==> src/design/lzwd_pkg.sv <==
// shared types and constants of the lzw code decoder
`default_nettype none

package lzwd_pkg;

    localparam int LITERAL_CODES    = 256;
    localparam int BYTES_PER_PACKET = 8;
    localparam int CODE_W           = 9;
    localparam int NFC_W            = 10;
    localparam int LEN_W            = 9;
    localparam int CNT_W            = 4;
    localparam int DICT_DEPTH       = 256;
    localparam int DICT_AW          = 8;
    localparam int BUF_WORDS        = 64;
    localparam int BUF_WAW          = 6;
    localparam int LANE_W           = 3;

    typedef struct packed {
        logic [CODE_W-1:0] prefix;
        logic [7:0]        suffix;
        logic [LEN_W-1:0]  length;
    } t_dict_entry;

    typedef struct packed {
        logic               en;
        logic [DICT_AW-1:0] addr;
        t_dict_entry        data;
    } t_dict_wr;

    typedef struct packed {
        logic             en;
        logic [LEN_W-1:0] pos;
        logic [7:0]       data;
    } t_buf_wr;

    typedef logic [BYTES_PER_PACKET-1:0][7:0] t_word;

    typedef enum logic [3:0] {
        ST_IDLE = 4'b0001,
        ST_WALK = 4'b0010,
        ST_EMIT = 4'b0100,
        ST_ERR  = 4'b1000
    } t_state;

endpackage

`default_nettype wire

==> src/design/lzwd_str_buf.sv <==
// string buffer: byte-lane writes, registered eight-byte word reads
`default_nettype none

module lzwd_str_buf (
    input  wire logic                         i_clk,
    input  wire lzwd_pkg::t_buf_wr            i_wr,
    input  wire logic [lzwd_pkg::BUF_WAW-1:0] i_rd_word,
    output lzwd_pkg::t_word                   o_rd_data
);

    lzwd_pkg::t_word r_mem [lzwd_pkg::BUF_WORDS];
    lzwd_pkg::t_word r_rd_data;

    logic [lzwd_pkg::BUF_WAW-1:0] w_wr_word;
    logic [lzwd_pkg::LANE_W-1:0]  w_wr_lane;

    assign w_wr_word = i_wr.pos[lzwd_pkg::LEN_W-1:lzwd_pkg::LANE_W];
    assign w_wr_lane = i_wr.pos[lzwd_pkg::LANE_W-1:0];

    always_ff @(posedge i_clk) begin
        if (i_wr.en) begin
            r_mem[w_wr_word][w_wr_lane] <= i_wr.data;
        end
        r_rd_data <= r_mem[i_rd_word];
    end

    assign o_rd_data = r_rd_data;

endmodule

`default_nettype wire

==> config.mk <==
export PLATFORM = sky130hd
export DESIGN_NAME = lzwd_str_buf
export DESIGN_NICKNAME = d
export VERILOG_FILES = /design/src/design/lzwd_pkg.sv /design/src/design/lzwd_str_buf.sv
export SDC_FILE = /design/constraint.sdc
export NUM_CORES = 2
export LEC_CHECK = 0
export BUFFER_PORTS_ARGS = -buffer_cell sky130_fd_sc_hd__clkbuf_2
export CAP_MARGIN = 10
export CORE_ASPECT_RATIO = 1.25
export CORE_MARGIN = 3
export CORE_UTILIZATION = 40
export CTS_CLUSTER_DIAMETER = 40
export DETAILED_ROUTE_END_ITERATION = 10
export PLACE_DENSITY = 0.54
export SETUP_SLACK_MARGIN = 0.15
export SYNTH_ARGS = -nofsm -noshare
export SYNTH_HDL_FRONTEND = slang
export SYNTH_SLANG_ARGS = --single-unit
export TNS_END_PERCENT = 10
==> constraint.sdc <==
create_clock -name i_clk -period 2 [get_ports i_clk]
set_input_delay 0.1 -clock i_clk [delete_from_list [all_inputs] [get_ports i_clk]]
set_output_delay 0.1 -clock i_clk [all_outputs]
set_load 0.02 [all_outputs]
==> results.json <==
{
  "maxCapViolations": 0,
  "r2r_start": "r_mem[50][11]",
  "syn_area_sq_um": 157900,
  "syn_to_final_growth_pct": 21.66,
  "dp_cells": 13290,
  "p_per_area_nw_per_um2": 1007,
  "path_common_cell": "dlygate4sd3_1",
  "finalHoldViolCount": 0,
  "drive_above_1_share": 0.3655,
  "portBuffers": 88,
  "regToRegSetupSlack_ns": 0.07,
  "yosysSeqAreaShare": 0.7869,
  "crit_path_start_kind": "input port",
  "layoutNonFillerInstCount": 14190,
  "synth_seq_cells": 4160,
  "path_max_fanout": 8,
  "p_int_uw": 151000,
  "min_path_type": "in2reg",
  "clk_path_buf_depth": 4,
  "mappedNetlistNets": 7107,
  "grt_pass1_vias": 83730,
  "grt_pass1_wl_mm": 665.1,
  "hp-start": "i_wr[9]",
  "setup_violations": 8,
  "clock.fmax_mhz": 488.1,
  "ir_drop_mv": 0.8510,
  "power_frac_seq": 0.498,
  "start_util": 0.4023,
  "post_cts_buffers": 0,
  "rsz0062_at_grt": "true",
  "power.switching_uw": 42500,
  "synth_flop_cell": "edfxtp_1",
  "die-area_sq_um": 402500,
  "slowest_delay_ns": 0.74,
  "leakagePower_uw": 0.06232,
  "wl_per_cell_um": 33.66,
  "grt_max_degree": 116,
  "gp_congestion": 0.8715,
  "worstSetupPathType": "in2reg",
  "synth_edf_count": 4096,
  "failed_checks": "setup timing",
  "setup_tns_ns": -0.3385,
  "worstPathCellList": "dlygate4sd3_1 > clkbuf_2 > nand3_2 > dlygate4sd3_1 > nor2_1",
  "combPwrFrac": 0.053,
  "place_area_sq_um": 176200,
  "clk_latency_ns": 0.96,
  "die_w_um": 568.0,
  "cp_num_buf_inv": 3,
  "avgSynthCellArea_sq_um": 22.30,
  "pin_count": 89,
  "fin_skew_ns": 0.05544,
  "vias_per_cell": 5.742,
  "synth_cells": 7082,
  "antenna_found_initial": 44,
  "cts_root_buf": "clkbuf_16",
  "core_sq_um": 392600,
  "worst_path_max_delay_cell": "dlygate4sd3_1",
  "pwr-share-clk": 0.449,
  "clock-sinks": 4160,
  "grt_usage": 0.2354,
  "ant_nets": 0,
  "yosys.area.top_type": "edfxtp_1",
  "async_flop_share": 0,
  "critical_path.top_delay_family": "buffers and inverters",
  "overflow": 0,
  "setup_slack_ns": -0.04888,
  "slew_headroom": 0.4314,
  "crit_start": "i_wr[8]",
  "synth_warnings": 0,
  "synthTopCellsByArea": "edfxtp_1, mux4_2, nor2_1",
  "first_pass_iters": 6,
  "tightest_slew_ns": 0.8497,
  "dp_hpwl_mm": 320.6,
  "core.rowCount": 257,
  "endpoint_kind": "register",
  "cp.arrival_ns": 2.64,
  "final_area_sq_um": 192100,
  "cts_tree": "yes",
  "h-tree-depth": 5,
  "yosys.area.top_type_share": 0.7788,
  "ys_types": 34,
  "drt-total-wl_mm": 477.7,
  "power_uw": 193500,
  "cts_buffers": 464,
  "hold_ws_ns": 0.06719,
  "via_count": 81480,
  "layout_min_cycle_time_ns": 2.049,
  "die_h_um": 708.5,
  "clkTransAtPathRegs_ns": 0.06,
  "switching_share": 0.2196,
  "initialDrtViolationCount": 9372,
  "slew_violations": 0,
  "worstPathRequired_ns": 2.59,
  "fin_nets": 8617,
  "drc": 0,
  "outcome": "finished with violations",
  "finalCritPeriodShare": 1.024
}
==> path summary, 6_finish.rpt <==
path | end | depth (start not counted)
max | r_mem[50][13] | 5
max reg2reg | o_rd_data[11] | 5
min reg2reg | o_rd_data[49] | 4
min | r_mem[39][54] | 5
==> power by group through the flow <==
stage	clock, uW	sequential [uW]	combinational, uW
after floorplan	0	98200	4260
after global placement	0	98200	10200
after detailed placement	0	98200	10400
after CTS	88300	96300	10400
after global routing	91900	96300	10800
final	86800	96300	10300
==> timing repair <==
item / CTS / global route
resized for setup: 5 / 2
hold endpoints to repair: 3777 / 0
hold buffers: 18 / 0
endpoints found under the setup margin: 13 / 48
==> cells in the final DEF (no fill, tap or decap), drive strengths merged, types with 3 or more instances in the layout <==
cell type,n
diode,19
mux2i,65
nand2b,5
nand3b,33
nor2,581
or3b,4
o22ai,95
mux4,1024
nor3b,6
dfxtp,64
o221ai,96
nand3,101
a211oi,31
clkbuf,607
clkinvlp,46
bufinv,54
and2,3
nand2,72
and3b,4
clkinv,176
a21oi,32
a22oi,256
inv,58
buf,1382
nor2b,8
o211a,64
dlygate4sd3,18
edfxtp,4096
==> synthesized netlist by cell type, drive strengths merged, types with 5 or more instances <==
library cell  instances
a22oi               256
o211a                64
o22ai                95
edfxtp             4096
clkbuf              205
a211oi               31
mux4               1024
nand3b               33
nand3               101
nand2                72
nor2                581
dfxtp                64
mux2i                65
a21oi                32
nand2b                5
o221ai               96
buf                 227
nor3b                 6
nor2b                 8
==> state kept, by name (all words and copies together), names as in the netlist <==
name       flops
r_mem       4096
o_rd_data     64
==> cell type report <==
| cell class | count | area (sq um) |
|---|---|---|
| antenna | 19 | 47.55 |
| clock buffer | 531 | 12100 |
| clock inverter | 334 | 3635 |
| fill | 31590 | 200500 |
| multi-input combinational | 2490 | 31750 |
| sequential | 4160 | 124300 |
| tap | 5180 | 6481 |
| timing repair buffer | 1476 | 13850 |
==> worst register-to-register path: cells and delay by family, from the launching register on <==
family | cells | cell delay, ns
AOI/OAI and AO/OA | 2 | 0.53
and+or+nand+nor | 1 | 0.23
DFF | 1 | 0.37
muxes | 1 | 0.50
buffers and inverters | 1 | 0.17
==> through the flow <==
stage / util / setup slack (ns)
floorplan: - / 0.04620
global placement: 0.4487 / -0.4771
detailed placement: 0.4487 / -0.4671
CTS: 0.4893 / 0.06068
global route: 0.4893 / 0.01027
finish: 0.4894 / -0.04888
==> cell families after synthesis <==
logic type	Yosys count	synth area share
AND/OR/NAND/NOR	826	0.02205
AO/OA/AOI/OAI	575	0.02785
flip-flops	4160	0.7869
multiplexers	1089	0.1501
buffers and inverters	432	0.01307
==> per-layer routing <==
metal  up-vias  share of wire  GRT usage
li1      33160              -          -
met1     44160           0.39     0.3099
met2      3437           0.50     0.3921
met3       723          0.076    0.04683
met4         4          0.036    0.07995
met5         -       0.000052          0
Power figures use the tool's default switching activity.
